## src/sv/segx_div.sv

```systemverilog
`timescale 1ns / 1ps
`default_nettype none

// Pipelined restoring divider: one quotient bit per stage of (M << F) / D.
module segx_div #(
	parameter int C  = 12,
	parameter int F  = 12,
	parameter int DW = 2 * C + 3,
	parameter int NW = DW + C + 2,
	parameter int QB = C + F
) (
	input  wire              clk,
	input  wire              en,
	input  wire  [NW-1:0]    m,
	input  wire              neg_in,
	input  wire  [DW-1:0]    d,
	output logic [QB-1:0]    q,
	output logic             neg_out
);
	localparam int RW = DW + 1;

	logic [RW-1:0] rem_s [0:QB];
	logic [QB-1:0] low_s [0:QB];
	logic [QB-1:0] quo_s [0:QB];
	logic [DW-1:0] den_s [0:QB];
	logic          neg_s [0:QB];

	// Load: top part of the shifted numerator starts the remainder
	assign rem_s[0] = RW'(m >> C);
	assign low_s[0] = QB'(m[C-1:0]) << F;
	assign quo_s[0] = '0;
	assign den_s[0] = d;
	assign neg_s[0] = neg_in;

	for (genvar k = 0; k < QB; k++) begin : g_step
		logic [RW:0] trial;
		logic        take;

		assign trial = {rem_s[k], low_s[k][QB-1]};
		assign take  = (trial >= (RW+1)'(den_s[k]));

		// Subtract when the divisor fits, shift in the quotient bit
		always_ff @(posedge clk) begin
			if (en) begin
				rem_s[k+1] <= take ? RW'(trial - (RW+1)'(den_s[k])) : RW'(trial);
				low_s[k+1] <= low_s[k] << 1;
				quo_s[k+1] <= {quo_s[k][QB-2:0], take};
				den_s[k+1] <= den_s[k];
				neg_s[k+1] <= neg_s[k];
			end
		end
	end

	assign q       = quo_s[QB];
	assign neg_out = neg_s[QB];

endmodule

`default_nettype wire

```

## config.mk

```make
export PLATFORM = sky130hd
export DESIGN_NAME = segx_div
export DESIGN_NICKNAME = d
export VERILOG_FILES = /design/src/sv/segx_div.sv
export SDC_FILE = /design/constraint.sdc
export NUM_CORES = 2
export LEC_CHECK = 0
export BUFFER_PORTS_ARGS = -buffer_cell sky130_fd_sc_hd__buf_4
export CORE_MARGIN = 4
export CORE_UTILIZATION = 55
export CTS_CLUSTER_DIAMETER = 120
export DETAILED_ROUTE_END_ITERATION = 6
export PLACE_DENSITY = 0.74
export SYNTH_ARGS = -nofsm -noshare
export SYNTH_HDL_FRONTEND = slang
export SYNTH_SLANG_ARGS = --single-unit
export TNS_END_PERCENT = 20
```

## constraint.sdc

```tcl
create_clock -name clk -period 4.15 [get_ports clk]
set_clock_uncertainty 0.2 [all_clocks]
set_input_delay 0.83 -clock clk [delete_from_list [all_inputs] [get_ports clk]]
set_output_delay 0.83 -clock clk [all_outputs]
set_load 0.03 [all_outputs]
```

==> results.json <==
{
  "drc": 0,
  "utilization_pct": 62.9,
  "clk_latency_ns": 0.83,
  "timing.final.crit_share_pct": 96.4,
  "clk_pin_slew_worst_paths_ns": 0.06,
  "place_congestion": 0.950,
  "num_rows": 147,
  "fillers": 12471,
  "critPathArrivalTime_ns": 4.37,
  "gr-usage-met3_pct": 3.01,
  "grt_pass1_vias": 59825,
  "end_kind": "flip-flop",
  "routed_via_density": 5.73,
  "ant_nets": 0,
  "grt.busiest_layer": "met2",
  "synth_top_family_by_area": "compound AO/OA/AOI/OAI gates",
  "overflow": 0,
  "yosysSeqAreaShare_pct": 55.5,
  "slew_viol_final": 0,
  "ys_top_cells_by_area": "edfxtp_1 55%, ha_1 9.0%, a21oi_1 3.6%, inv_1 3.4%, o21ai_0 3.2%",
  "core_area_sq_um": 161000,
  "critPathSlowestCell": "o31ai_1",
  "hpwlAfterDp_mm": 154,
  "synth_xor_area_share_pct": 5.08,
  "critPathMaxStageDelay_ns": 0.47,
  "synth_top_area_share_pct": 55.5,
  "wl_mm": 204,
  "seq_area_sq_um": 49700,
  "grt_pass1_wl_mm": 322,
  "avgRoutedWirePerCell_um": 19.3,
  "worst_path_most_repeated_cell": "a21oi_1",
  "max_freq_mhz": 250,
  "period_minus_slack_ns": 4.00,
  "die_y_um": 412,
  "power_density_nw_per_um2": 772,
  "clockBufferDepth": 3,
  "synth_fa_ha_area_share_pct": 9.55,
  "hold_class": "input pin to flip-flop",
  "numPortBuffers": 94,
  "vias": 60663,
  "synthCells": 7887,
  "cap_violations": 0,
  "drt_iter0_markers": 4941,
  "syn-cell-area_sq_um": 89600,
  "synth-compound-area-share_pct": 14.4,
  "synth.distinct_cells": 94,
  "synth_mux_area_share_pct": 1.50,
  "use_met1_pct": 29.6,
  "synth_area_leader_cell": "edfxtp_1",
  "vdd_drop_max_mv": 0.529,
  "use_met2_pct": 42.0,
  "hold_ws_ns": 0.0934,
  "place_inst": 10219,
  "io_pins": 96,
  "drt_first_pass_iters": 6,
  "finalSetupTns_ns": 0,
  "clock-sinks": 1655,
  "synth-simple-area-share_pct": 9.55,
  "ys.flop_type": "edfxtp_1",
  "antenna_found_initial": 1,
  "instances_no_fill": 10578,
  "path_cells": "ha_1 -> nor2b_1 -> o31a_1 -> o31ai_1 -> a21oi_1 -> a211oi_1 -> nor2_1 -> o31ai_2 -> a21oi_1 -> a21oi_1 -> xnor2_1 -> mux2_2",
  "die_w_um": 412,
  "nets": 9011,
  "antenna_cells": 0,
  "slew_headroom_pct": 44.7,
  "layout_commonest_cell": "edfxtp_1",
  "syn_to_final_growth_pct": 13.1,
  "ctsRootBufferMaster": "clkbuf_16",
  "synth_fp_nets": 8628,
  "start_util_pct": 55.6,
  "synth_edf_count": 1655,
  "die_area_sq_um": 169000,
  "cts_tree": "built",
  "critPathBufInv": 0,
  "timing.final.ws_setup_ns": 0.147,
  "cp.required_ns": 4.52,
  "grt_max_degree": 111,
  "cpLargestDelayFamily": "compound AO/OA/AOI/OAI gates",
  "crit_path_max_fanout": 4,
  "layout-drive-gt1-share_pct": 10.1,
  "postLayoutCellArea_sq_um": 101000,
  "place_ws_ns": -0.272,
  "placed_area_sq_um": 94800,
  "grtUsageTotal_pct": 23.9,
  "h-tree-depth": 4,
  "worstMarginPinSlew_ns": 0.822,
  "ys_ff_latch": 1655,
  "async_reset_ff_share_pct": 0,
  "worstSetupStartpointType": "flip-flop",
  "p_total_mw": 78.3,
  "synth_warnings": 0,
  "path_class": "flip-flop to flip-flop",
  "multiInputGateArea_sq_um": 36200,
  "final_cell_mix": "1655 x edfxtp_1, 816 x inv_1, 646 x ha_1",
  "postSynthAreaPerCell_sq_um": 11.4,
  "setup_viol": 0,
  "p_leak_nw": 41.6,
  "cts_buffers": 176,
  "rsz0062_at_grt": "true",
  "status": "finished clean",
  "report.final.hold_viol_count": 0
}
[routing by layer]
layer	up-vias	part of all wire, %
met2	1526	50
met1	29114	41
met5	-	0
met3	442	4.1
met4	0	4.6
li1	29581	-
[layout make-up]
cell class / count / share of cell area (%)
well taps: 2160 / 2.67
inverters: 817 / 3.02
clock inverters: 132 / 1.62
repair buffers: 408 / 3.55
clock buffers: 194 / 4.43
flip-flops and latches: 1655 / 49.0
multi-input cells: 5212 / 35.7
[state kept, by name, indices dropped and copies added (netlist names)]
signal	cells
den_s	621
g_step.trial	655
neg_out	1
q	24
neg_s	23
low_s	55
quo_s	276
[final timing paths]
| kind | from | end | slack (ns) | depth (start not counted) |
|---|---|---|---|---|
| max | g_step[21].trial[2] | g_step[22].trial[27] | 0.15 | 12 |
| min | d[9] | den_s[630] | 0.09 | 2 |
| max reg2reg | g_step[21].trial[2] | g_step[22].trial[27] | 0.15 | 12 |
| min reg2reg | quo_s[244] | quo_s[221] | 0.21 | 0 |
[synthesized netlist by cell type (73+ instances only)]
library cell	number
nor2_1	440
mux2_2	101
a21oi_1	645
ha_1	647
o21ai_0	569
nand2_1	611
nand4_1	101
clkbuf_1	133
nor3_1	91
edfxtp_1	1655
inv_1	816
o21a_1	73
nand3_1	122
a21o_1	319
xnor2_1	284
xor2_1	236
nor2b_1	109
nand2b_1	97
[kinds of logic after synthesis]
family                     Yosys count
adders and majority gates          670
muxes                              121
AOI/OAI and AO/OA                 2090
DFF                               1655
xor gates and xnor gates           520
buffers and inverters             1021
and+or+nand+nor                   1810
[repair_timing]
action	in CTS	in global routing
setup buffers	0	1
hold endpoints to repair	31	0
setup endpoints to repair	1	172
pin swaps	0	6
cloned	0	1
resized for setup	1	37
hold buffers	31	0
[where the power goes]
part | internal (mW) | switching, mW
registers | 24.8 | 2.71
clock network | 9.70 | 6.72
logic | 15.0 | 19.5
total | 49.4 | 28.9
Note: power is estimated with default switching activity, not from simulation.
